## src/hdl/ott_pkg.sv

```systemverilog
// ----------------------------------------------------------------------------
// ott_pkg
// Types, sizes and codes shared by the one-shot timer table modules.
// ----------------------------------------------------------------------------
package ott_pkg;

   localparam int SLOTS       = 8;
   localparam int MAX_RESULTS = 8;

   localparam int IDX_W  = (SLOTS > 1) ? $clog2(SLOTS) : 1;
   localparam int CNT_W  = $clog2(SLOTS + 1);
   localparam int NRES_W = $clog2(MAX_RESULTS + 1);

   localparam int HANDLE_W = 8;
   localparam int TIME_W   = 32;
   localparam int ENTRY_W  = HANDLE_W + TIME_W;

   localparam logic [1:0] MODE_TICK   = 2'd0;
   localparam logic [1:0] MODE_CREATE = 2'd1;
   localparam logic [1:0] MODE_DELETE = 2'd2;

   localparam logic [1:0] KIND_CREATE = 2'd0;
   localparam logic [1:0] KIND_DELETE = 2'd1;
   localparam logic [1:0] KIND_EXPIRE = 2'd2;

   typedef struct packed {
      logic [HANDLE_W-1:0] handle;
      logic [TIME_W-1:0]   deadline;
   } entry_type;

   typedef struct packed {
      logic [1:0]          kind;
      logic                accepted;
      logic [HANDLE_W-1:0] handle;
      logic [2:0]          slot;
      logic                last;
   } rsp_type;

   function automatic logic [2:0] slot_code(input logic [IDX_W-1:0] idx);
      return 3'(idx);
   endfunction

endpackage

```

## src/hdl/ott_ram.sv

```systemverilog
// ----------------------------------------------------------------------------
// ott_ram
// Generic single-write, single-read RAM with registered read data.
// ----------------------------------------------------------------------------
module ott_ram #(
   parameter int WIDTH = 8,
   parameter int DEPTH = 8
) (
   input  logic                                       clock,
   input  logic                                       wr_en,
   input  logic [((DEPTH > 1) ? $clog2(DEPTH) : 1)-1:0] wr_addr,
   input  logic [WIDTH-1:0]                           wr_data,
   input  logic                                       rd_en,
   input  logic [((DEPTH > 1) ? $clog2(DEPTH) : 1)-1:0] rd_addr,
   output logic [WIDTH-1:0]                           rd_data
);

   logic [WIDTH-1:0] mem [DEPTH];
   logic [WIDTH-1:0] rd_data_ff;

   always_ff @(posedge clock) begin
      if (wr_en) begin
         mem[wr_addr] <= wr_data;
      end
   end

   always_ff @(posedge clock) begin
      if (rd_en) begin
         rd_data_ff <= mem[rd_addr];
      end
   end

   assign rd_data = rd_data_ff;

endmodule

```

## src/hdl/ott_out.sv

```systemverilog
// ----------------------------------------------------------------------------
// ott_out
// Result output register; takes a new result in the cycle the old one leaves.
// ----------------------------------------------------------------------------
module ott_out
   import ott_pkg::*;
(
   input  logic                clock,
   input  logic                reset,
   input  logic                push,
   input  rsp_type             push_rsp,
   output logic                out_free,
   output logic                rsp_valid,
   input  logic                rsp_ready,
   output logic [1:0]          rsp_kind,
   output logic                rsp_accepted,
   output logic [HANDLE_W-1:0] rsp_handle_out,
   output logic [2:0]          rsp_slot_out,
   output logic                rsp_last
);

   logic    vld_ff, vld_in;
   rsp_type data_ff;

   assign out_free = !vld_ff || rsp_ready;
   assign vld_in   = push || (vld_ff && !rsp_ready);

   always_ff @(posedge clock) begin
      if (reset) begin
         vld_ff <= 1'b0;
      end else begin
         vld_ff <= vld_in;
      end
   end

   always_ff @(posedge clock) begin
      if (push) begin
         data_ff <= push_rsp;
      end
   end

   assign rsp_valid      = vld_ff;
   assign rsp_kind       = data_ff.kind;
   assign rsp_accepted   = data_ff.accepted;
   assign rsp_handle_out = data_ff.handle;
   assign rsp_slot_out   = data_ff.slot;
   assign rsp_last       = data_ff.last;

endmodule

```

## src/hdl/ott_ctrl.sv

```systemverilog
// ----------------------------------------------------------------------------
// ott_ctrl
// Request sequencer: busy flags, uptime, slot scan over the entry RAM and
// result generation with one-result lookahead for the last flag.
// ----------------------------------------------------------------------------
module ott_ctrl
   import ott_pkg::*;
(
   input  logic                clock,
   input  logic                reset,
   input  logic                req_valid,
   output logic                req_ready,
   input  logic [1:0]          req_mode,
   input  logic [HANDLE_W-1:0] req_timer_handle,
   input  logic [TIME_W-1:0]   req_period,
   output logic                ram_wr_en,
   output logic [IDX_W-1:0]    ram_wr_addr,
   output logic [ENTRY_W-1:0]  ram_wr_data,
   output logic                ram_rd_en,
   output logic [IDX_W-1:0]    ram_rd_addr,
   input  logic [ENTRY_W-1:0]  ram_rd_data,
   output logic                push,
   output rsp_type             push_rsp,
   input  logic                out_free
);

   localparam logic [1:0] ST_IDLE   = 2'd0;
   localparam logic [1:0] ST_CREATE = 2'd1;
   localparam logic [1:0] ST_SCAN   = 2'd2;
   localparam logic [1:0] ST_FLUSH  = 2'd3;

   logic [1:0]          state_ff, state_in;
   logic [1:0]          mode_ff, mode_in;
   logic [HANDLE_W-1:0] handle_ff, handle_in;
   logic [TIME_W-1:0]   period_ff, period_in;
   logic [TIME_W-1:0]   uptime_ff, uptime_in;
   logic [SLOTS-1:0]    busy_ff, busy_in;
   logic [CNT_W-1:0]    scan_idx_ff, scan_idx_in;
   logic                chk_vld_ff, chk_vld_in;
   logic [IDX_W-1:0]    chk_idx_ff, chk_idx_in;
   logic                found_ff, found_in;
   logic                hold_vld_ff, hold_vld_in;
   logic [HANDLE_W-1:0] hold_handle_ff, hold_handle_in;
   logic [IDX_W-1:0]    hold_idx_ff, hold_idx_in;
   logic [NRES_W-1:0]   nres_ff, nres_in;

   entry_type           rd_entry;
   entry_type           wr_entry;
   logic                free_any;
   logic [IDX_W-1:0]    free_idx;
   logic                hit;
   logic                stall;
   logic                is_tick;

   assign req_ready = (state_ff == ST_IDLE);
   assign rd_entry  = entry_type'(ram_rd_data);
   assign is_tick   = (mode_ff == MODE_TICK);

   always_comb begin
      free_any = 1'b0;
      free_idx = '0;
      for (int i = SLOTS - 1; i >= 0; i--) begin
         if (!busy_ff[i]) begin
            free_any = 1'b1;
            free_idx = IDX_W'(i);
         end
      end
   end

   always_comb begin
      if (is_tick) begin
         hit = busy_ff[chk_idx_ff] && (rd_entry.deadline == uptime_ff) &&
               (nres_ff < NRES_W'(MAX_RESULTS));
      end else begin
         hit = busy_ff[chk_idx_ff] && (rd_entry.handle == handle_ff);
      end
   end

   assign stall = chk_vld_ff && hit && is_tick && hold_vld_ff && !out_free;

   assign wr_entry.handle   = handle_ff;
   assign wr_entry.deadline = uptime_ff + period_ff;
   assign ram_wr_addr       = free_idx;
   assign ram_wr_data       = wr_entry;
   assign ram_rd_addr       = scan_idx_ff[IDX_W-1:0];

   always_comb begin
      state_in       = state_ff;
      mode_in        = mode_ff;
      handle_in      = handle_ff;
      period_in      = period_ff;
      uptime_in      = uptime_ff;
      busy_in        = busy_ff;
      scan_idx_in    = scan_idx_ff;
      chk_vld_in     = chk_vld_ff;
      chk_idx_in     = chk_idx_ff;
      found_in       = found_ff;
      hold_vld_in    = hold_vld_ff;
      hold_handle_in = hold_handle_ff;
      hold_idx_in    = hold_idx_ff;
      nres_in        = nres_ff;
      push           = 1'b0;
      push_rsp       = '0;
      ram_wr_en      = 1'b0;
      ram_rd_en      = 1'b0;

      unique case (state_ff)
         ST_IDLE: begin
            if (req_valid) begin
               mode_in     = req_mode;
               handle_in   = req_timer_handle;
               period_in   = req_period;
               scan_idx_in = '0;
               chk_vld_in  = 1'b0;
               found_in    = 1'b0;
               hold_vld_in = 1'b0;
               nres_in     = '0;
               case (req_mode) inside
                  MODE_CREATE:             state_in = ST_CREATE;
                  MODE_TICK, MODE_DELETE:  state_in = ST_SCAN;
                  default:                 state_in = ST_IDLE;
               endcase
            end
         end
         ST_CREATE: begin
            if (out_free) begin
               push            = 1'b1;
               push_rsp.kind   = KIND_CREATE;
               push_rsp.handle = handle_ff;
               push_rsp.last   = 1'b1;
               if (free_any) begin
                  push_rsp.accepted = 1'b1;
                  push_rsp.slot     = slot_code(free_idx);
                  ram_wr_en         = 1'b1;
                  busy_in[free_idx] = 1'b1;
               end
               state_in = ST_IDLE;
            end
         end
         ST_SCAN: begin
            if (!stall) begin
               if (chk_vld_ff && hit) begin
                  busy_in[chk_idx_ff] = 1'b0;
                  if (is_tick) begin
                     if (hold_vld_ff) begin
                        push              = 1'b1;
                        push_rsp.kind     = KIND_EXPIRE;
                        push_rsp.accepted = 1'b1;
                        push_rsp.handle   = hold_handle_ff;
                        push_rsp.slot     = slot_code(hold_idx_ff);
                     end
                     hold_vld_in    = 1'b1;
                     hold_handle_in = rd_entry.handle;
                     hold_idx_in    = chk_idx_ff;
                     nres_in        = nres_ff + NRES_W'(1);
                  end else begin
                     found_in = 1'b1;
                  end
               end
               if (scan_idx_ff < CNT_W'(SLOTS)) begin
                  ram_rd_en   = 1'b1;
                  chk_vld_in  = 1'b1;
                  chk_idx_in  = scan_idx_ff[IDX_W-1:0];
                  scan_idx_in = scan_idx_ff + CNT_W'(1);
               end else begin
                  chk_vld_in = 1'b0;
                  state_in   = ST_FLUSH;
               end
            end
         end
         ST_FLUSH: begin
            if (is_tick) begin
               if (!hold_vld_ff || out_free) begin
                  if (hold_vld_ff) begin
                     push              = 1'b1;
                     push_rsp.kind     = KIND_EXPIRE;
                     push_rsp.accepted = 1'b1;
                     push_rsp.handle   = hold_handle_ff;
                     push_rsp.slot     = slot_code(hold_idx_ff);
                     push_rsp.last     = 1'b1;
                  end
                  hold_vld_in = 1'b0;
                  uptime_in   = uptime_ff + TIME_W'(1);
                  state_in    = ST_IDLE;
               end
            end else if (out_free) begin
               push              = 1'b1;
               push_rsp.kind     = KIND_DELETE;
               push_rsp.accepted = found_ff;
               push_rsp.handle   = handle_ff;
               push_rsp.last     = 1'b1;
               state_in          = ST_IDLE;
            end
         end
         default: state_in = ST_IDLE;
      endcase
   end

   always_ff @(posedge clock) begin
      if (reset) begin
         state_ff    <= ST_IDLE;
         uptime_ff   <= '0;
         busy_ff     <= '0;
         chk_vld_ff  <= 1'b0;
         hold_vld_ff <= 1'b0;
         found_ff    <= 1'b0;
         scan_idx_ff <= '0;
         nres_ff     <= '0;
         mode_ff     <= MODE_TICK;
      end else begin
         state_ff    <= state_in;
         uptime_ff   <= uptime_in;
         busy_ff     <= busy_in;
         chk_vld_ff  <= chk_vld_in;
         hold_vld_ff <= hold_vld_in;
         found_ff    <= found_in;
         scan_idx_ff <= scan_idx_in;
         nres_ff     <= nres_in;
         mode_ff     <= mode_in;
      end
   end

   always_ff @(posedge clock) begin
      handle_ff      <= handle_in;
      period_ff      <= period_in;
      chk_idx_ff     <= chk_idx_in;
      hold_handle_ff <= hold_handle_in;
      hold_idx_ff    <= hold_idx_in;
   end

endmodule

```

## src/hdl/one_shot_software_timer_table_top.sv

```systemverilog
// ----------------------------------------------------------------------------
// one_shot_software_timer_table_top
// One-shot timer table: create, delete and tick requests over a slot RAM.
//
//   channel  direction  ports                                    transfer when
//   req      in         req_mode, req_timer_handle, req_period   req_valid & req_ready
//   rsp      out        rsp_kind, rsp_accepted, rsp_handle_out,  rsp_valid & rsp_ready
//                       rsp_slot_out, rsp_last
//
// Create takes a free slot, if any, and answers. Tick and delete scan all slots
// through the single RAM read port, one slot per cycle while no result is held
// up. Stalls come only when a result cannot enter the output register.
// Synchronous reset clears busy flags, uptime and control; no clearing pass.
// ----------------------------------------------------------------------------
module one_shot_software_timer_table_top
   import ott_pkg::*;
(
   input  logic                clock,
   input  logic                reset,
   input  logic                req_valid,
   output logic                req_ready,
   input  logic [1:0]          req_mode,
   input  logic [HANDLE_W-1:0] req_timer_handle,
   input  logic [TIME_W-1:0]   req_period,
   output logic                rsp_valid,
   input  logic                rsp_ready,
   output logic [1:0]          rsp_kind,
   output logic                rsp_accepted,
   output logic [HANDLE_W-1:0] rsp_handle_out,
   output logic [2:0]          rsp_slot_out,
   output logic                rsp_last
);

   logic               ram_wr_en;
   logic [IDX_W-1:0]   ram_wr_addr;
   logic [ENTRY_W-1:0] ram_wr_data;
   logic               ram_rd_en;
   logic [IDX_W-1:0]   ram_rd_addr;
   logic [ENTRY_W-1:0] ram_rd_data;
   logic               push;
   rsp_type            push_rsp;
   logic               out_free;

   ott_ctrl u_ctrl (
      .clock            (clock),
      .reset            (reset),
      .req_valid        (req_valid),
      .req_ready        (req_ready),
      .req_mode         (req_mode),
      .req_timer_handle (req_timer_handle),
      .req_period       (req_period),
      .ram_wr_en        (ram_wr_en),
      .ram_wr_addr      (ram_wr_addr),
      .ram_wr_data      (ram_wr_data),
      .ram_rd_en        (ram_rd_en),
      .ram_rd_addr      (ram_rd_addr),
      .ram_rd_data      (ram_rd_data),
      .push             (push),
      .push_rsp         (push_rsp),
      .out_free         (out_free)
   );

   ott_ram #(
      .WIDTH (ENTRY_W),
      .DEPTH (SLOTS)
   ) u_ram (
      .clock   (clock),
      .wr_en   (ram_wr_en),
      .wr_addr (ram_wr_addr),
      .wr_data (ram_wr_data),
      .rd_en   (ram_rd_en),
      .rd_addr (ram_rd_addr),
      .rd_data (ram_rd_data)
   );

   ott_out u_out (
      .clock          (clock),
      .reset          (reset),
      .push           (push),
      .push_rsp       (push_rsp),
      .out_free       (out_free),
      .rsp_valid      (rsp_valid),
      .rsp_ready      (rsp_ready),
      .rsp_kind       (rsp_kind),
      .rsp_accepted   (rsp_accepted),
      .rsp_handle_out (rsp_handle_out),
      .rsp_slot_out   (rsp_slot_out),
      .rsp_last       (rsp_last)
   );

endmodule
```

## config.mk

```make
export PLATFORM = sky130hd
export DESIGN_NAME = one_shot_software_timer_table_top
export DESIGN_NICKNAME = d
export VERILOG_FILES = /design/src/hdl/ott_pkg.sv /design/src/hdl/ott_ram.sv /design/src/hdl/ott_out.sv /design/src/hdl/ott_ctrl.sv /design/src/hdl/one_shot_software_timer_table_top.sv
export SDC_FILE = /design/constraint.sdc
export NUM_CORES = 1
export LEC_CHECK = 0
export ABC_CLOCK_PERIOD_IN_PS = 9000
export BUFFER_PORTS_ARGS = -buffer_cell sky130_fd_sc_hd__buf_2
export CORE_ASPECT_RATIO = 1.75
export CORE_MARGIN = 2
export CORE_UTILIZATION = 61
export DETAILED_ROUTE_END_ITERATION = 8
export PLACE_DENSITY_LB_ADDON = 0.2
export SLEW_MARGIN = 20
export SYNTH_ARGS = -nofsm -noshare
export SYNTH_HDL_FRONTEND = slang
export SYNTH_HIERARCHICAL = 1
export SYNTH_SLANG_ARGS = --single-unit
```

## constraint.sdc

```tcl
create_clock -name clock -period 9 [get_ports clock]
set_input_delay 0.9 -clock clock [delete_from_list [all_inputs] [get_ports clock]]
set_output_delay 0.9 -clock clock [all_outputs]
set_load 0.02 [all_outputs]
```

==> impl_metrics.toml <==
[logic_synthesis]
post_synth_inst_count = 1227
yosysUniqueCellTypes = 68
postSynth.asyncResetShare_pct = 0
syn_nets = 1308
flops_latches_synth = 485
post_synth_edffs = 429
yosys_warn_count = 6
postSynth.topFlopCell = "sky130_fd_sc_hd__edfxtp_1"
yosysSeqAreaShare_pct = 67.94
syn-cell-area_um2 = 20610
post_synth.cell_area_avg_um2 = 16.80

[pwr]
seq_power_share_pct = 54.5
p_clk_share_pct = 41.1
p_per_area_nw_per_um2 = 203.4
power.combinational.fraction_pct = 4.5
irDropWorstVdd_v = 0.0001561
power.total_mw = 4.652
leakage_nw = 7.761
switchingPower_mw = 0.9411
swShare_pct = 20.23
internal_power_mw = 3.711

[routing]
detail_route.first_pass.iterations = 5
antenna_left = 0
via_count = 11040
via_per_inst = 6.159
route.final.wire_length_um = 42590
routed_wire_length_per_instance_um = 23.75
drt_first_iter_violations = 682
drc = 0

[global_route]
grt_first_pass_wirelength_um = 63630
globalRouteMet1Util_pct = 29.62
grt_antenna_before_repair = 0
global_route.usage.met2_pct = 44.10
grt_pass1_vias = 11040
groute.usage.overall_pct = 24.63
global_route.usage.met3_pct = 2.750
grt_start_max_net_pins = 86
grt-busiest-layer = "met2"
overflow = 0

[sta]
timing.hold.ws_ns = 0.4694
timing.fmax_mhz = 277.9
number_of_max_slew_violations_in_the_final_report = 0
timing.final.setup_violations = 0
post-route-min-period_ns = 3.598
summed_negative_setup_slack_over_all_endpoints_ns = 0
min_period_over_period_pct = 39.98
finalClockSkew_ns = 0.01835
slew_headroom_pct = 30.70
hold_viol = 0
rsz_0062_raised_after_global_routing = "no"
timing_worst_slew_pin_value_ns = 1.039

[clocking]
tritoncts = "built"
tritoncts_num_sinks = 485
insertion_delay_ns = 0.55
cts-root-to-sink-buffers = 3
numCtsBuffers = 42
cts_resized = 0
clk_pin_slew_ns = 0.07
h-tree-depth = 2
cts_hold_buf = 0
clock-root-buffer = "sky130_fd_sc_hd__clkbuf_16"
cts_setup_buffers = 0

[die]
floorplan.die_area_um2 = 35330
floorplan.core_area_um2 = 33520
die-width_um = 143.0
design.portCount = 63
floorplan.initialDensity_pct = 61.50
die_y_um = 247.2
floorplan.rows = 89

[setup_path]
end_kind = "flip-flop"
cp_data_required_time_ns = 9.21
worstSetupStartpointType = "flip-flop"
timing_worst_setup_path_type = "reg -> reg"
cp_num_buf_inv = 0
crit_path_cell_trace = "xor2_1, nor4_1, nand4_1, or3_4, a21oi_4, and4_1, a21o_2"
cp_top_family = "simple AND/OR/NAND/NOR gates"
worst-path-max-fanout = 16
critical-path-slowest-cell = "sky130_fd_sc_hd__and4_1"
cpPeakStageDelay_ns = 0.79
worstPathArrival_ns = 3.81

[place]
place.gp.congestion = 0.8984
detailed_place_hpwl_um = 25020
portBuffers = 62

[cells_and_area]
filler_cells = 2201
final_nets = 1387
area_delta_synth_final_pct = 10.97
layout-drive-gt1-share_pct = 16.52
n_antenna_cell = 0
final_common_cell = "sky130_fd_sc_hd__edfxtp_1"
layout_common_cells = "sky130_fd_sc_hd__edfxtp_1 (429), sky130_fd_sc_hd__mux4_1 (80), sky130_fd_sc_hd__nor2_1 (74), sky130_fd_sc_hd__xor2_1 (64), sky130_fd_sc_hd__buf_2 (62)"

[status]
outcome = "completed"

[flow_run]
maximum_capacitance_violations = 0

[min_path]
hold_path_class = "reg -> reg"
[metrics by stage]
step	utilization [%]	std cells	setup WS (ns)	cell area, µm²
floorplan	-	1227	3.851	20610
global placement	63.88	1717	5.376	21410
detailed placement	63.88	1717	5.187	21410
CTS	68.23	1793	5.247	22870
global route	68.24	1793	5.236	22870
finish	68.24	1793	5.402	22870
[registers in the layout, indices dropped and copies added, names as in the netlist]
signal and cells:
u_ctrl/state_ff 2, u_ctrl/handle_ff 8, u_ctrl/found_ff 1, u_ctrl/period_ff 32, u_ctrl/hold_idx_ff 3, u_out/rsp_slot_out 3, u_ctrl/hold_handle_ff 8, u_ctrl/chk_idx_ff 3
u_ctrl/chk_vld_ff 1, u_ram/rd_data 40, u_ctrl/nres_ff 4, u_ram/mem 320, u_ctrl/hold_vld_ff 1, u_out/rsp_last 1, u_ctrl/scan_idx_ff 4, u_out/rsp_kind 2
u_out/rsp_valid 1, u_ctrl/busy_ff 8, u_ctrl/mode_ff 2, u_ctrl/uptime_ff 32, u_out/rsp_handle_out 8, u_out/rsp_accepted 1
[worst paths after layout]
| path | endpoint | slack, ns | depth (start not counted) | from |
|---|---|---|---|---|
| worst max register to register | u_out/rsp_slot_out[1]$_DFFE_PP_ | 5.40 | 7 | u_ctrl/uptime_ff[15]$_SDFFE_PP0P_ |
| worst min-delay path | u_ctrl/hold_handle_ff[4]$_DFFE_PP_ | 0.47 | 0 | u_ram/rd_data[36]$_DFFE_PP_ |
| worst max-delay path | u_out/rsp_slot_out[1]$_DFFE_PP_ | 5.40 | 7 | u_ctrl/uptime_ff[15]$_SDFFE_PP0P_ |
| worst min register to register | u_ctrl/hold_handle_ff[4]$_DFFE_PP_ | 0.47 | 0 | u_ram/rd_data[36]$_DFFE_PP_ |
[power groups by stage]
| stage | Clock (mW) | Combinational (mW) | Sequential (mW) |
|---|---|---|---|
| floorplan | 0 | 0.150 | 2.57 |
| global placement | 0 | 0.202 | 2.58 |
| detailed placement | 0 | 0.208 | 2.58 |
| CTS | 1.94 | 0.209 | 2.53 |
| global route | 2.02 | 0.225 | 2.54 |
| finish | 1.91 | 0.207 | 2.53 |
[cells in the mapped netlist (2+ instances only)]
cell type | n | share of area [%]
sky130_fd_sc_hd__nand2b_1 | 10 | 0.30
sky130_fd_sc_hd__a311oi_1 | 3 | 0.13
sky130_fd_sc_hd__ha_1 | 34 | 2.1
sky130_fd_sc_hd__nor2b_1 | 11 | 0.33
sky130_fd_sc_hd__mux2i_1 | 3 | 0.15
sky130_fd_sc_hd__o2111ai_1 | 2 | 0.085
sky130_fd_sc_hd__a21oi_1 | 44 | 1.1
sky130_fd_sc_hd__o31ai_1 | 2 | 0.073
sky130_fd_sc_hd__and2_1 | 3 | 0.091
sky130_fd_sc_hd__or2_2 | 2 | 0.061
sky130_fd_sc_hd__o211ai_1 | 5 | 0.18
sky130_fd_sc_hd__nand2_1 | 57 | 1.0
sky130_fd_sc_hd__mux4_2 | 2 | 0.22
sky130_fd_sc_hd__nor3b_1 | 4 | 0.15
sky130_fd_sc_hd__nor2_1 | 80 | 1.5
sky130_fd_sc_hd__nand3_1 | 22 | 0.53
sky130_fd_sc_hd__a2111oi_0 | 3 | 0.13
sky130_fd_sc_hd__a211o_1 | 5 | 0.21
sky130_fd_sc_hd__or3_1 | 12 | 0.36
sky130_fd_sc_hd__o311ai_0 | 3 | 0.13
sky130_fd_sc_hd__a22o_2 | 10 | 0.49
sky130_fd_sc_hd__o21ai_0 | 28 | 0.68
sky130_fd_sc_hd__xor2_1 | 64 | 2.7
sky130_fd_sc_hd__nor4_1 | 11 | 0.33
sky130_fd_sc_hd__o311a_1 | 2 | 0.097
sky130_fd_sc_hd__and4_1 | 3 | 0.13
sky130_fd_sc_hd__nor3_1 | 30 | 0.73
sky130_fd_sc_hd__inv_1 | 27 | 0.49
sky130_fd_sc_hd__a31oi_1 | 6 | 0.18
sky130_fd_sc_hd__buf_2 | 2 | 0.049
sky130_fd_sc_hd__edfxtp_1 | 429 | 62
sky130_fd_sc_hd__xnor2_1 | 25 | 1.1
sky130_fd_sc_hd__mux2_2 | 41 | 2.2
sky130_fd_sc_hd__clkbuf_1 | 23 | 0.42
sky130_fd_sc_hd__mux4_1 | 80 | 10
sky130_fd_sc_hd__a21o_2 | 3 | 0.13
sky130_fd_sc_hd__or3_4 | 2 | 0.11
sky130_fd_sc_hd__and3_1 | 6 | 0.18
sky130_fd_sc_hd__buf_4 | 4 | 0.15
sky130_fd_sc_hd__dfxtp_1 | 56 | 5.4
sky130_fd_sc_hd__and4b_1 | 2 | 0.097
sky130_fd_sc_hd__a211oi_1 | 7 | 0.25
sky130_fd_sc_hd__nand4_1 | 20 | 0.61
sky130_fd_sc_hd__buf_6 | 11 | 0.60
sky130_fd_sc_hd__a21o_1 | 5 | 0.18
[kinds of logic after synthesis]
| logic type | synth area share [%] |
|---|---|
| AND/OR/NAND/NOR | 6.793 |
| XOR/XNOR | 3.782 |
| flip-flops | 67.94 |
| multiplexers | 12.80 |
| AO/OA/AOI/OAI | 4.729 |
| adder cells (fa/ha/maj) | 2.161 |
| buffers and inverters | 1.797 |
[layer usage]
layer | part of all wire [%] | routed length (µm)
met4 | 4.5 | 1924
met5 | 0 | 0
met3 | 4.6 | 1966
met1 | 37 | 15870
met2 | 54 | 22830
[cell type report]
type                       instances  area [µm²]  share of cell area (%)
sequential                       485       14010                   61.26
tap                              455       569.3                   2.489
clock inverter                    22       321.6                   1.406
multi-input combinational        673        6306                   27.57
clock buffer                      54        1137                   4.972
timing repair buffer              77       426.7                   1.865
inverter                          27       101.3                  0.4431
(Power assumes the default switching activity.)
